File: src/kbrs_pkg.sv
// Package for the keypad row scanner: result type and fixed constants.
`default_nettype none
package kbrs_pkg;

  localparam int unsigned ColW  = 4;
  localparam int unsigned RowW  = 4;
  localparam int unsigned CodeW = 5;
  localparam int unsigned WaitW = 16;

  localparam logic [WaitW-1:0] WAIT_TICKS_RESET = 16'd10;
  localparam logic [ColW-1:0]  COLS_RELEASED    = 4'hF;

  // Row drive patterns during the row search
  localparam logic [RowW-1:0] DRIVE_IDLE      = 4'h0;
  localparam logic [RowW-1:0] DRIVE_PROBE     = 4'hC;
  localparam logic [RowW-1:0] DRIVE_ISO_LOWER = 4'hE;
  localparam logic [RowW-1:0] DRIVE_ISO_UPPER = 4'hB;

  typedef struct packed {
    logic [RowW-1:0]  row_drive;
    logic             key_valid;
    logic [CodeW-1:0] key_code;
  } result_t;

endpackage
`default_nettype wire

File: src/kbrs_fsm.sv
// Scan sequencer: edge latch, debounce timer, binary row search, key code.
`default_nettype none
module kbrs_fsm import kbrs_pkg::*; (
  input  wire logic             clk,
  input  wire logic             rst,
  input  wire logic             cfg_wr_en,
  input  wire logic [WaitW-1:0] cfg_wr_data,
  input  wire logic             accept,
  input  wire logic [ColW-1:0]  cols,
  output result_t               res_next
);

  typedef enum logic [2:0] {
    PH_IDLE     = 3'd0,
    PH_DEBOUNCE = 3'd1,
    PH_PROBE    = 3'd2,
    PH_ISOLATE  = 3'd3,
    PH_SETTLE   = 3'd4
  } phase_t;

  logic [WaitW-1:0] wait_ticks;
  phase_t           phase, phase_next;
  logic [WaitW-1:0] wait_count, wait_count_next;
  logic [ColW-1:0]  pending_edges, pending_edges_next;
  logic [ColW-1:0]  previous_columns;
  logic [1:0]       active_column, active_column_next;
  logic [1:0]       found_row, found_row_next;
  logic [ColW-1:0]  edges;
  logic             col_low;

  always_comb begin
    edges              = pending_edges | (previous_columns & ~cols);
    phase_next         = phase;
    wait_count_next    = wait_count;
    pending_edges_next = edges;
    active_column_next = active_column;
    found_row_next     = found_row;
    col_low            = ~cols[active_column];
    res_next.key_valid = 1'b0;
    res_next.key_code  = '0;

    unique case (phase) inside
      PH_DEBOUNCE, PH_PROBE, PH_ISOLATE, PH_SETTLE: begin
        if (wait_count > 16'd1) begin
          wait_count_next = wait_count - 16'd1;
        end else begin
          wait_count_next = wait_ticks;
          case (phase)
            PH_DEBOUNCE: begin
              if (col_low) begin
                phase_next = PH_PROBE;
              end else begin
                // drop only the column that failed debounce
                pending_edges_next = edges & ~(ColW'(1) << active_column);
                phase_next         = PH_IDLE;
                wait_count_next    = '0;
              end
            end
            PH_PROBE: begin
              found_row_next = col_low ? 2'd0 : 2'd2;
              phase_next     = PH_ISOLATE;
            end
            PH_ISOLATE: begin
              if (!col_low) found_row_next = found_row + 2'd1;
              phase_next = PH_SETTLE;
            end
            default: begin
              res_next.key_valid = 1'b1;
              res_next.key_code  = {1'b0, found_row, active_column} + CodeW'(1);
              pending_edges_next = '0;
              phase_next         = PH_IDLE;
              wait_count_next    = '0;
            end
          endcase
        end
      end
      default: begin
        phase_next = PH_IDLE;
        if (edges != '0) begin
          // serve the lowest pending column first
          if (edges[0])      active_column_next = 2'd0;
          else if (edges[1]) active_column_next = 2'd1;
          else if (edges[2]) active_column_next = 2'd2;
          else               active_column_next = 2'd3;
          phase_next      = PH_DEBOUNCE;
          wait_count_next = wait_ticks;
        end
      end
    endcase

    if (phase_next == PH_PROBE)
      res_next.row_drive = DRIVE_PROBE;
    else if (phase_next == PH_ISOLATE)
      res_next.row_drive = found_row_next[1] ? DRIVE_ISO_UPPER : DRIVE_ISO_LOWER;
    else
      res_next.row_drive = DRIVE_IDLE;
  end

  always_ff @(posedge clk) begin
    if (rst) begin
      wait_ticks       <= WAIT_TICKS_RESET;
      phase            <= PH_IDLE;
      wait_count       <= '0;
      pending_edges    <= '0;
      previous_columns <= COLS_RELEASED;
      active_column    <= '0;
      found_row        <= '0;
    end else begin
      if (cfg_wr_en) wait_ticks <= cfg_wr_data;
      if (accept) begin
        phase            <= phase_next;
        wait_count       <= wait_count_next;
        pending_edges    <= pending_edges_next;
        previous_columns <= cols;
        active_column    <= active_column_next;
        found_row        <= found_row_next;
      end
    end
  end

  a_report_clears: assert property (@(posedge clk) disable iff (rst)
    (accept && res_next.key_valid) |=> (pending_edges == '0 && phase == PH_IDLE))
    else $error("pending edges not cleared after key report");

  a_code_nonzero: assert property (@(posedge clk) disable iff (rst)
    res_next.key_valid |-> (res_next.key_code != '0))
    else $error("key report with zero code");

  a_hold_on_idle: assert property (@(posedge clk) disable iff (rst)
    !accept |=> ($stable(phase) && $stable(pending_edges) && $stable(wait_count)))
    else $error("scan state moved without a transfer");

endmodule
`default_nettype wire

File: src/kbrs_out_queue.sv
// Two-entry result queue between the sequencer and the output channel.
`default_nettype none
module kbrs_out_queue import kbrs_pkg::*; (
  input  wire logic    clk,
  input  wire logic    rst,
  input  wire logic    push,
  input  wire result_t push_data,
  output logic         has_room,
  input  wire logic    pop,
  output logic         not_empty,
  output result_t      head
);

  result_t    slot [2];
  logic       wr_ptr, rd_ptr;
  logic [1:0] count;

  assign has_room  = (count != 2'd2);
  assign not_empty = (count != 2'd0);
  assign head      = slot[rd_ptr];

  always_ff @(posedge clk) begin
    if (push) slot[wr_ptr] <= push_data;
  end

  always_ff @(posedge clk) begin
    if (rst) begin
      wr_ptr <= 1'b0;
      rd_ptr <= 1'b0;
      count  <= 2'd0;
    end else begin
      if (push) wr_ptr <= ~wr_ptr;
      if (pop)  rd_ptr <= ~rd_ptr;
      count <= count + {1'b0, push} - {1'b0, pop};
    end
  end

  a_count_range: assert property (@(posedge clk) disable iff (rst)
    count != 2'd3)
    else $error("result queue count out of range");

  a_ptr_count: assert property (@(posedge clk) disable iff (rst)
    ((wr_ptr == rd_ptr) == (count == 2'd0 || count == 2'd2)))
    else $error("queue pointers disagree with count");

  a_no_underflow: assert property (@(posedge clk) disable iff (rst)
    pop |-> not_empty)
    else $error("pop from empty result queue");

endmodule
`default_nettype wire

File: src/keypad_binary_row_scanner_unit.sv
// Top level of the 4x4 keypad row scanner.
// Each input transfer is one timer tick of active-low column levels and yields
// exactly one result transfer (row drive, key valid, key code). The scan
// sequencer updates its state from the registered state and the new tick in a
// single pass, and the result goes into a two-entry output queue, so a new tick
// is taken every cycle while the queue has room. The wait_ticks register
// (reset 10) sets the wait of each scan phase (debounce, probe, isolate,
// settle) in ticks; write it only while no result is outstanding.
`default_nettype none
module keypad_binary_row_scanner_unit import kbrs_pkg::*; (
  input  wire logic             clk,
  input  wire logic             rst,
  input  wire logic             cfg_wr_en,
  input  wire logic [WaitW-1:0] cfg_wr_data,
  input  wire logic             in_valid,
  output logic                  in_ready,
  input  wire logic [ColW-1:0]  column_levels,
  output logic                  out_valid,
  input  wire logic             out_ready,
  output logic [RowW-1:0]       row_drive,
  output logic                  key_valid,
  output logic [CodeW-1:0]      key_code
);

  result_t res_next;
  result_t head;
  logic    accept;
  logic    has_room;

  assign in_ready = has_room;
  assign accept   = in_valid && has_room;

  kbrs_fsm u_fsm (
    .clk         (clk),
    .rst         (rst),
    .cfg_wr_en   (cfg_wr_en),
    .cfg_wr_data (cfg_wr_data),
    .accept      (accept),
    .cols        (column_levels),
    .res_next    (res_next)
  );

  kbrs_out_queue u_queue (
    .clk       (clk),
    .rst       (rst),
    .push      (accept),
    .push_data (res_next),
    .has_room  (has_room),
    .pop       (out_valid && out_ready),
    .not_empty (out_valid),
    .head      (head)
  );

  assign row_drive = head.row_drive;
  assign key_valid = head.key_valid;
  assign key_code  = head.key_code;

endmodule
`default_nettype wire

File: config.mk
export PLATFORM = sky130hd
export DESIGN_NAME = keypad_binary_row_scanner_unit
export DESIGN_NICKNAME = d
export VERILOG_FILES = /design/src/kbrs_pkg.sv /design/src/kbrs_fsm.sv /design/src/kbrs_out_queue.sv /design/src/keypad_binary_row_scanner_unit.sv
export SDC_FILE = /design/constraint.sdc
export NUM_CORES = 1
export LEC_CHECK = 0
export ABC_AREA = 0
export BUFFER_PORTS_ARGS = -buffer_cell sky130_fd_sc_hd__buf_2
export CELL_PAD_IN_SITES_DETAIL_PLACEMENT = 0
export CELL_PAD_IN_SITES_GLOBAL_PLACEMENT = 2
export CORE_UTILIZATION = 38
export CTS_CLUSTER_DIAMETER = 80
export CTS_CLUSTER_SIZE = 25
export DETAILED_ROUTE_END_ITERATION = 8
export HOLD_SLACK_MARGIN = 0.02
export PLACE_DENSITY_LB_ADDON = 0.1
export SLEW_MARGIN = 25
export SYNTH_ARGS = -nofsm -noshare
export SYNTH_HDL_FRONTEND = slang
export SYNTH_HIERARCHICAL = 1
export SYNTH_SLANG_ARGS = --single-unit
File: constraint.sdc
create_clock -name clk -period 3.2 [get_ports clk]
set_clock_uncertainty 0.15 [all_clocks]
set_input_delay 0.32 -clock clk [delete_from_list [all_inputs] [get_ports clk]]
set_output_delay 0.32 -clock clk [all_outputs]
set_load 0.01 [all_outputs]
==> impl_summary.log, run 1 <==
INFO  metric run_status = completed
INFO  metric postSynth.topFlopCell = sky130_fd_sc_hd__dfxtp_1
INFO  metric p_seq_share = 35.5%
INFO  metric die_area = 9950 µm²
INFO  metric synth.yosys.seq_area_share = 45.2%
INFO  metric setup_repair_after_global_routing_missed_its_margin = false
INFO  metric drc_errors = 0
INFO  metric fin_worst_hold_slack = 0.0436 ns
INFO  metric yosys-top-cells-area = sky130_fd_sc_hd__dfxtp_1 29%, sky130_fd_sc_hd__edfxtp_1 17%, sky130_fd_sc_hd__nor2_1 5.4%
INFO  metric cp.arrival = between 2 and 2.5 ns
INFO  metric final_min_period_over_clock_period = around 80%
INFO  metric fp.dieH = 99.8 µm
INFO  metric hold_viol = 0
INFO  metric routabilityCongestion = 0.777
INFO  metric critical_path.cell_chain = or4_4 -> nor4_4 -> and2_2 -> a31oi_1 -> a31o_1 -> o31a_1
INFO  metric synth_top_area_cell = sky130_fd_sc_hd__dfxtp_1
INFO  metric combinationalPowerShare = ~34%
INFO  metric placementRows = 35
INFO  metric switching_share = between 30% and 40%
INFO  metric cp_slowest_stage_delay = 0.60 ns
INFO  metric avgViaCountPerCell = ~5.2
INFO  metric clock_tree.htree_level_count = 3
INFO  metric power_report.internal_total = about 0.0023 W
INFO  metric synth_edf_count = 20
INFO  metric synthesis.area = 3630 µm²
INFO  metric crit_path_end_kind = flip-flop
INFO  metric port-buffer-count = 36
INFO  metric area_delta_synth_final = 17.3%
INFO  metric antenna_found_initial = 0
INFO  metric cts_made_buffers = 9
INFO  metric maxCapViolCount = 0
INFO  metric proportion_of_power_drawn_by_the_clock_network = between 30 and 40%
INFO  metric leakage = approximately 1.7 nW
INFO  metric critical_path_buf_inv_count = 0
INFO  metric worstPathMaxFanout = 9
INFO  metric async_set_or_reset_register_ratio_after_synthesis = 0%
INFO  metric critPathRequiredTime = 3.14 ns
INFO  metric grt_start_max_net_pins = 34
INFO  metric post_cts_resize_count = 0
INFO  metric postSynthRegisterBits = 72
INFO  metric drive_gt1_share = 21.5%
INFO  metric placeableCoreArea = 9240 µm²
INFO  metric critPathTopFamily = simple AND/OR/NAND/NOR gates
INFO  metric chipWidth = 99.8 µm
INFO  metric grt.total_usage = 17.7%
INFO  metric place.detailed.hpwl = 5.75 mm
INFO  metric placement.cell_area = 3960 µm²
INFO  metric gr-total-overflow = 0
INFO  metric insertion_delay = between 0.3 and 0.4 ns
INFO  metric count_of_antenna_diodes_in_the_layout = 0
INFO  metric final_cell_area = 4260 µm²
INFO  metric pwr_density_cell = 806 nW/µm²
INFO  metric worst_setup_path_start_kind = flip-flop
INFO  metric cts.clk_slew.worst_paths = about 0.080 ns
INFO  metric detailedRoute.firstPassIterationCount = 4
INFO  metric syn-instance-count = ~360
INFO  metric total_negative_setup_slacks = 0 ns
INFO  metric netlist-cell-type-count = 61
INFO  metric fmax = between 300 and 400 MHz
INFO  metric routedWlPerCell = 15.2 µm
INFO  metric boundaryPins = 37
INFO  metric postSynthNetCount = 398
INFO  metric initial_core_util = 39.3%
INFO  metric finalCriticalPeriod = between 2 and 3 ns
INFO  metric clkSinkCount = 72
INFO  metric max_slew_margin = a little under three fifths
INFO  metric cts_tree = built
INFO  metric drt_first_iter_violations = ~160
INFO  metric global_route_wire_length_before_repair = 13.8 mm
INFO  metric synth_top_area_share = 28.7%
INFO  metric mostFrequentLayoutCells = 52 x sky130_fd_sc_hd__nor2_1, 52 x sky130_fd_sc_hd__dfxtp_1, 36 x sky130_fd_sc_hd__buf_2
INFO  metric detailroute.via_count = 2791
INFO  metric clockRootBuffer = sky130_fd_sc_hd__clkbuf_8
INFO  metric max_rail_drop_vdd = roughly 0.27 mV
INFO  metric vias_in_the_first_global_route = ~2700
INFO  metric slowest_stage = sky130_fd_sc_hd__or4_4
INFO  metric setup.worst_path.class = reg2reg
INFO  metric netSwitchingPower = 0.00114 W
INFO  metric post_route_ant_nets = 0
INFO  metric tightest_slew = 0.648 ns
INFO  metric clk_path_buf_depth = 2
INFO  metric wl = roughly 8 mm
INFO  metric nets_finish = between 400 and 500
INFO  metric synthesis.area_per_instance = 9.98 µm²
INFO  metric hold_path_class = in2reg
INFO  metric ys_warn_count = 6
INFO  metric setup_viol_count_final = 0
INFO  metric timing_max_transition_violations_final = 0
INFO  metric nFillCells = 915
per-stage QoR:
step / std cells / util, % / total power [W] / setup WS (ns)
floorplan: 364 / - / 0.00210 / 0.794
global placement: 521 / 42.8 / 0.00242 / 0.708
detailed placement: 521 / 42.8 / 0.00242 / 0.667
CTS: 538 / 46.1 / 0.00347 / 0.647
global route: 538 / 46.1 / 0.00365 / 0.477
finish: 538 / 46.1 / 0.00343 / 0.649
worst reg2reg max path: stages, from the launching register on:
cell                      delay (ns)
sky130_fd_sc_hd__dfxtp_1        0.38
sky130_fd_sc_hd__or4_4          0.60
sky130_fd_sc_hd__nor4_4         0.24
sky130_fd_sc_hd__and2_2         0.31
sky130_fd_sc_hd__a31oi_1        0.10
sky130_fd_sc_hd__a31o_1         0.22
sky130_fd_sc_hd__o31a_1         0.29
registers in the layout, summed over array words and instances (netlist names), named ones only:
name	flops
u_queue/wr_ptr	1
u_queue/count	2
u_queue/slot	20
u_fsm/active_column	2
u_fsm/phase	3
u_fsm/found_row	2
u_fsm/wait_ticks	16
u_fsm/previous_columns	4
u_queue/rd_ptr	1
u_fsm/pending_edges	4
u_fsm/wait_count	16
power by group through the flow:
stage	sequential (W)	combinational, W	clock (W)
after floorplan	0.00119	0.000910	0
after global placement	0.00124	0.00118	0
after detailed placement	0.00124	0.00118	0
after CTS	0.00122	0.00119	0.00106
after global routing	0.00124	0.00131	0.00110
final	0.00122	0.00118	0.00104
final timing paths:
path	startpoint	end	slack, ns	cells past startpoint
max	u_fsm/wait_count[2]	u_queue/slot[1][8]	0.65	6
max reg2reg	u_fsm/wait_count[2]	u_queue/slot[1][8]	0.65	6
min reg2reg	u_fsm/wait_ticks[8]	u_fsm/wait_count[8]	0.31	1
min	cfg_wr_data[1]	u_fsm/wait_ticks[1]	0.04	2
cell usage after synthesis, drive strengths merged (10+ instances only):
cell type,n
mux2,10
nor2,52
o21ai,10
edfxtp,20
nor3,13
nor2b,18
a21oi,17
mux2i,14
dfxtp,52
nand2,11
clkbuf,11
cells by family after synthesis:
kind of cell | synth area share [%]
and+or+nand+nor | 21.5
xor gates and xnor gates | 3.27
AOI/OAI and AO/OA | 15.7
buffers and inverters | 3.58
adders and majority gates | 3.10
muxes | 7.58
DFF | 45.2
final cells by class:
cell class              count  area [µm²]  area share (%)
inverters                   9        33.8           0.793
clock inverters             7         168            3.94
multi-input cells         264        1860            43.6
flip-flops and latches     72        1640            38.5
clock buffers               9         124            2.91
well taps                 129         161            3.79
repair buffers             48         273            6.40
repair_timing:
action	4_1_cts	5_1_grt
hold buffers	1	0
setup buffers	0	0
hold endpoints to repair	1	0
metal layers:
layer / track usage (%) / vias to the layer above / share of wire [%]
li1: - / 1404 / -
met2: 26.9 / 54 / 43
met3: 2.53 / 10 / 3.6
met1: 25.6 / 1323 / 52
met4: 6.45 / 0 / 1.2
met5: 0 / - / 0
No activity file was read; power rests on OpenSTA's default activity.
==> inputs of run 2 (changes only) <==
- CORE_UTILIZATION: 38 -> 34
- clock period: 3.2 -> 2.11 ns (I/O delays scaled with it)
==> impl_summary.log, run 2 (synthesis results as in run 1) <==
INFO  metric fp.dieH = about 110 µm
INFO  metric gr-total-overflow = 0
INFO  metric wl = 9.54 mm
INFO  metric cp.arrival = around 2.3 ns
INFO  metric crit_path_end_kind = flip-flop
INFO  metric avgViaCountPerCell = approximately 5
INFO  metric timing_max_transition_violations_final = 0
INFO  metric clkSinkCount = 72
INFO  metric final_cell_area = approximately 5400 µm²
INFO  metric placementRows = 37
INFO  metric finish.cell_count_without_fillers = 638
INFO  metric finalCriticalPeriod = approximately 2.3 ns
INFO  metric setup.worst_path.class = reg2reg
INFO  metric port-buffer-count = 36
INFO  metric run_status = complete, but fails checks
INFO  metric drive_gt1_share = 42.6%
INFO  metric placement.cell_area = 4480 µm²
INFO  metric hold_path_class = in2reg
INFO  metric placeableCoreArea = 10300 µm²
INFO  metric top_reg_by_flops = u_queue/slot
INFO  metric detailroute.via_count = 3195
INFO  metric initial_core_util = 35.2%
INFO  metric clockRootBuffer = sky130_fd_sc_hd__clkbuf_8
INFO  metric timing.critical_path.depth = 6
INFO  metric detailedRoute.firstPassIterationCount = 4
INFO  metric setup_viol_count_final = 44
INFO  metric global_route_wire_length_before_repair = 15.5 mm
INFO  metric maxCapViolCount = 0
INFO  metric vias_in_the_first_global_route = 3138
INFO  metric cp_slowest_stage_delay = 0.55 ns
INFO  metric critPathRequiredTime = 2.05 ns
INFO  metric placed_cells_incl_taps = 588
INFO  metric grt.total_usage = 18.0%
INFO  metric mostFrequentLayoutCells = 70 x sky130_fd_sc_hd__buf_4, 51 x sky130_fd_sc_hd__dfxtp_1, 42 x sky130_fd_sc_hd__nor2_1
INFO  metric setup_repair_after_global_routing_missed_its_margin = true
INFO  metric final_min_period_over_clock_period = 111%
INFO  metric final_critical_path_setup_slack = -0.231 ns
INFO  metric chipWidth = between 100 and 150 µm
INFO  metric slowest_stage = sky130_fd_sc_hd__or4_4
INFO  metric cts.clk_slew.worst_paths = 0.08 ns
INFO  metric cts_tree = built
INFO  metric critPathTopFamily = simple AND/OR/NAND/NOR gates
INFO  metric count_of_antenna_diodes_in_the_layout = 0
INFO  metric violations = setup timing
INFO  metric r2r.worst_path.cells = 6
INFO  metric worstPathMaxFanout = 3
INFO  metric insertion_delay = 0.35 ns
INFO  metric total_negative_setup_slacks = -7.13 ns
INFO  metric min_delay_path_depth = 3
INFO  metric nets_finish = 531
INFO  metric antenna_found_initial = 0
INFO  metric clock_tree.htree_level_count = 3
INFO  metric routedWlPerCell = 14.9 µm
INFO  metric largest_regs = u_queue/slot: 20 flops, u_fsm/wait_count: 16 flops, u_fsm/wait_ticks: 16 flops
INFO  metric most_common_library_cell_in_the_layout_ignoring_fill_and_taps = sky130_fd_sc_hd__buf_4
INFO  metric worst_setup_path_start_kind = flip-flop
INFO  metric max_rail_drop_vdd = 0.418 mV
INFO  metric clk_path_buf_depth = 2
INFO  metric drc_errors = 0
INFO  metric die_area = about 11000 µm²
INFO  metric largest_register_ff_count = 20
INFO  metric pwr_density_cell = between 1000 and 1500 nW/µm²
INFO  metric critical_path.cell_chain = or4_4 -> nor4_4 -> and2_4 -> a31oi_2 -> a31o_1 -> o31a_1
INFO  metric max_slew_margin = between 60% and 70%
INFO  metric leakage = approximately 2.2 nW
INFO  metric tightest_slew = ~0.48 ns
INFO  metric critical_path_buf_inv_count = 0
INFO  metric routabilityCongestion = 0.833
INFO  metric area_delta_synth_final = 47.5%
INFO  metric drt_first_iter_violations = 94
INFO  metric place.detailed.hpwl = 6.65 mm
INFO  metric post_route_ant_nets = 0
INFO  metric boundaryPins = 37
INFO  metric grt_start_max_net_pins = 35
INFO  metric fmax = 427 MHz
INFO  metric hold_viol = 0
INFO  metric cts_made_buffers = 9
==> run 2: report_power, final <==
part | total, W | internal [W] | switching, W
clock network | 0.00125 | 0.000716 | 0.000535
registers | 0.00181 | 0.00165 | 0.000156
logic | 0.00308 | 0.00161 | 0.00147
==> run 2: per-layer routing <==
metal	global-route usage (%)	vias up	share of wire [%]
li1	-	1600	-
met1	20.3	1528	43
met2	33.9	55	53
met3	2.60	12	2.8
met4	6.64	0	1.6
met5	0	-	0
==> run 2: layout make-up <==
type / count / area (µm²)
well taps: 136 / 170
clock buffers: 12 / 188
repair buffers: 139 / 1080
fillers: 969 / 4970
flip-flops and latches: 72 / 1640
clock inverters: 4 / 46.3
inverters: 9 / 36.3
multi-input cells: 266 / 2190
==> run 2: worst paths after layout <==
check	from	endpoint	slack, ns
setup / recovery	u_fsm/wait_count[2]	u_queue/slot[0][8]	-0.23
hold reg to reg	u_fsm/wait_ticks[3]	u_fsm/wait_count[3]	0.32
setup reg to reg	u_fsm/wait_count[2]	u_queue/slot[0][8]	-0.23
hold / removal	rst	u_fsm/phase[1]	0.06
==> run 2: what timing repair did <==
action / CTS / global route
pin swaps: 22 / 16
endpoints found under the setup margin: 44 / 45
hold buffers: 20 / 0
hold endpoints to repair: 20 / 0
gates resized for setup: 34 / 45
buffers inserted: 5 / 9
gates cloned: 1 / 1
==> run 2: worst register-to-register path: stages (launching register included) <==
cell and delay (ns):
sky130_fd_sc_hd__dfxtp_2 0.32, sky130_fd_sc_hd__or4_4 0.55, sky130_fd_sc_hd__nor4_4 0.24, sky130_fd_sc_hd__and2_4 0.23, sky130_fd_sc_hd__a31oi_2 0.07, sky130_fd_sc_hd__a31o_1 0.22, sky130_fd_sc_hd__o31a_1 0.30
==> run 2: metrics by stage <==
stage	hold slack [ns]	utilization, %	setup slack, ns	power, W
floorplan	0.133	-	-0.263	0.00324
global placement	0.269	43.4	-0.188	0.00421
detailed placement	0.273	43.4	-0.240	0.00422
CTS	0.0534	49.2	-0.249	0.00578
global route	0.0661	51.9	-0.342	0.00652
finish	0.0638	51.9	-0.231	0.00614
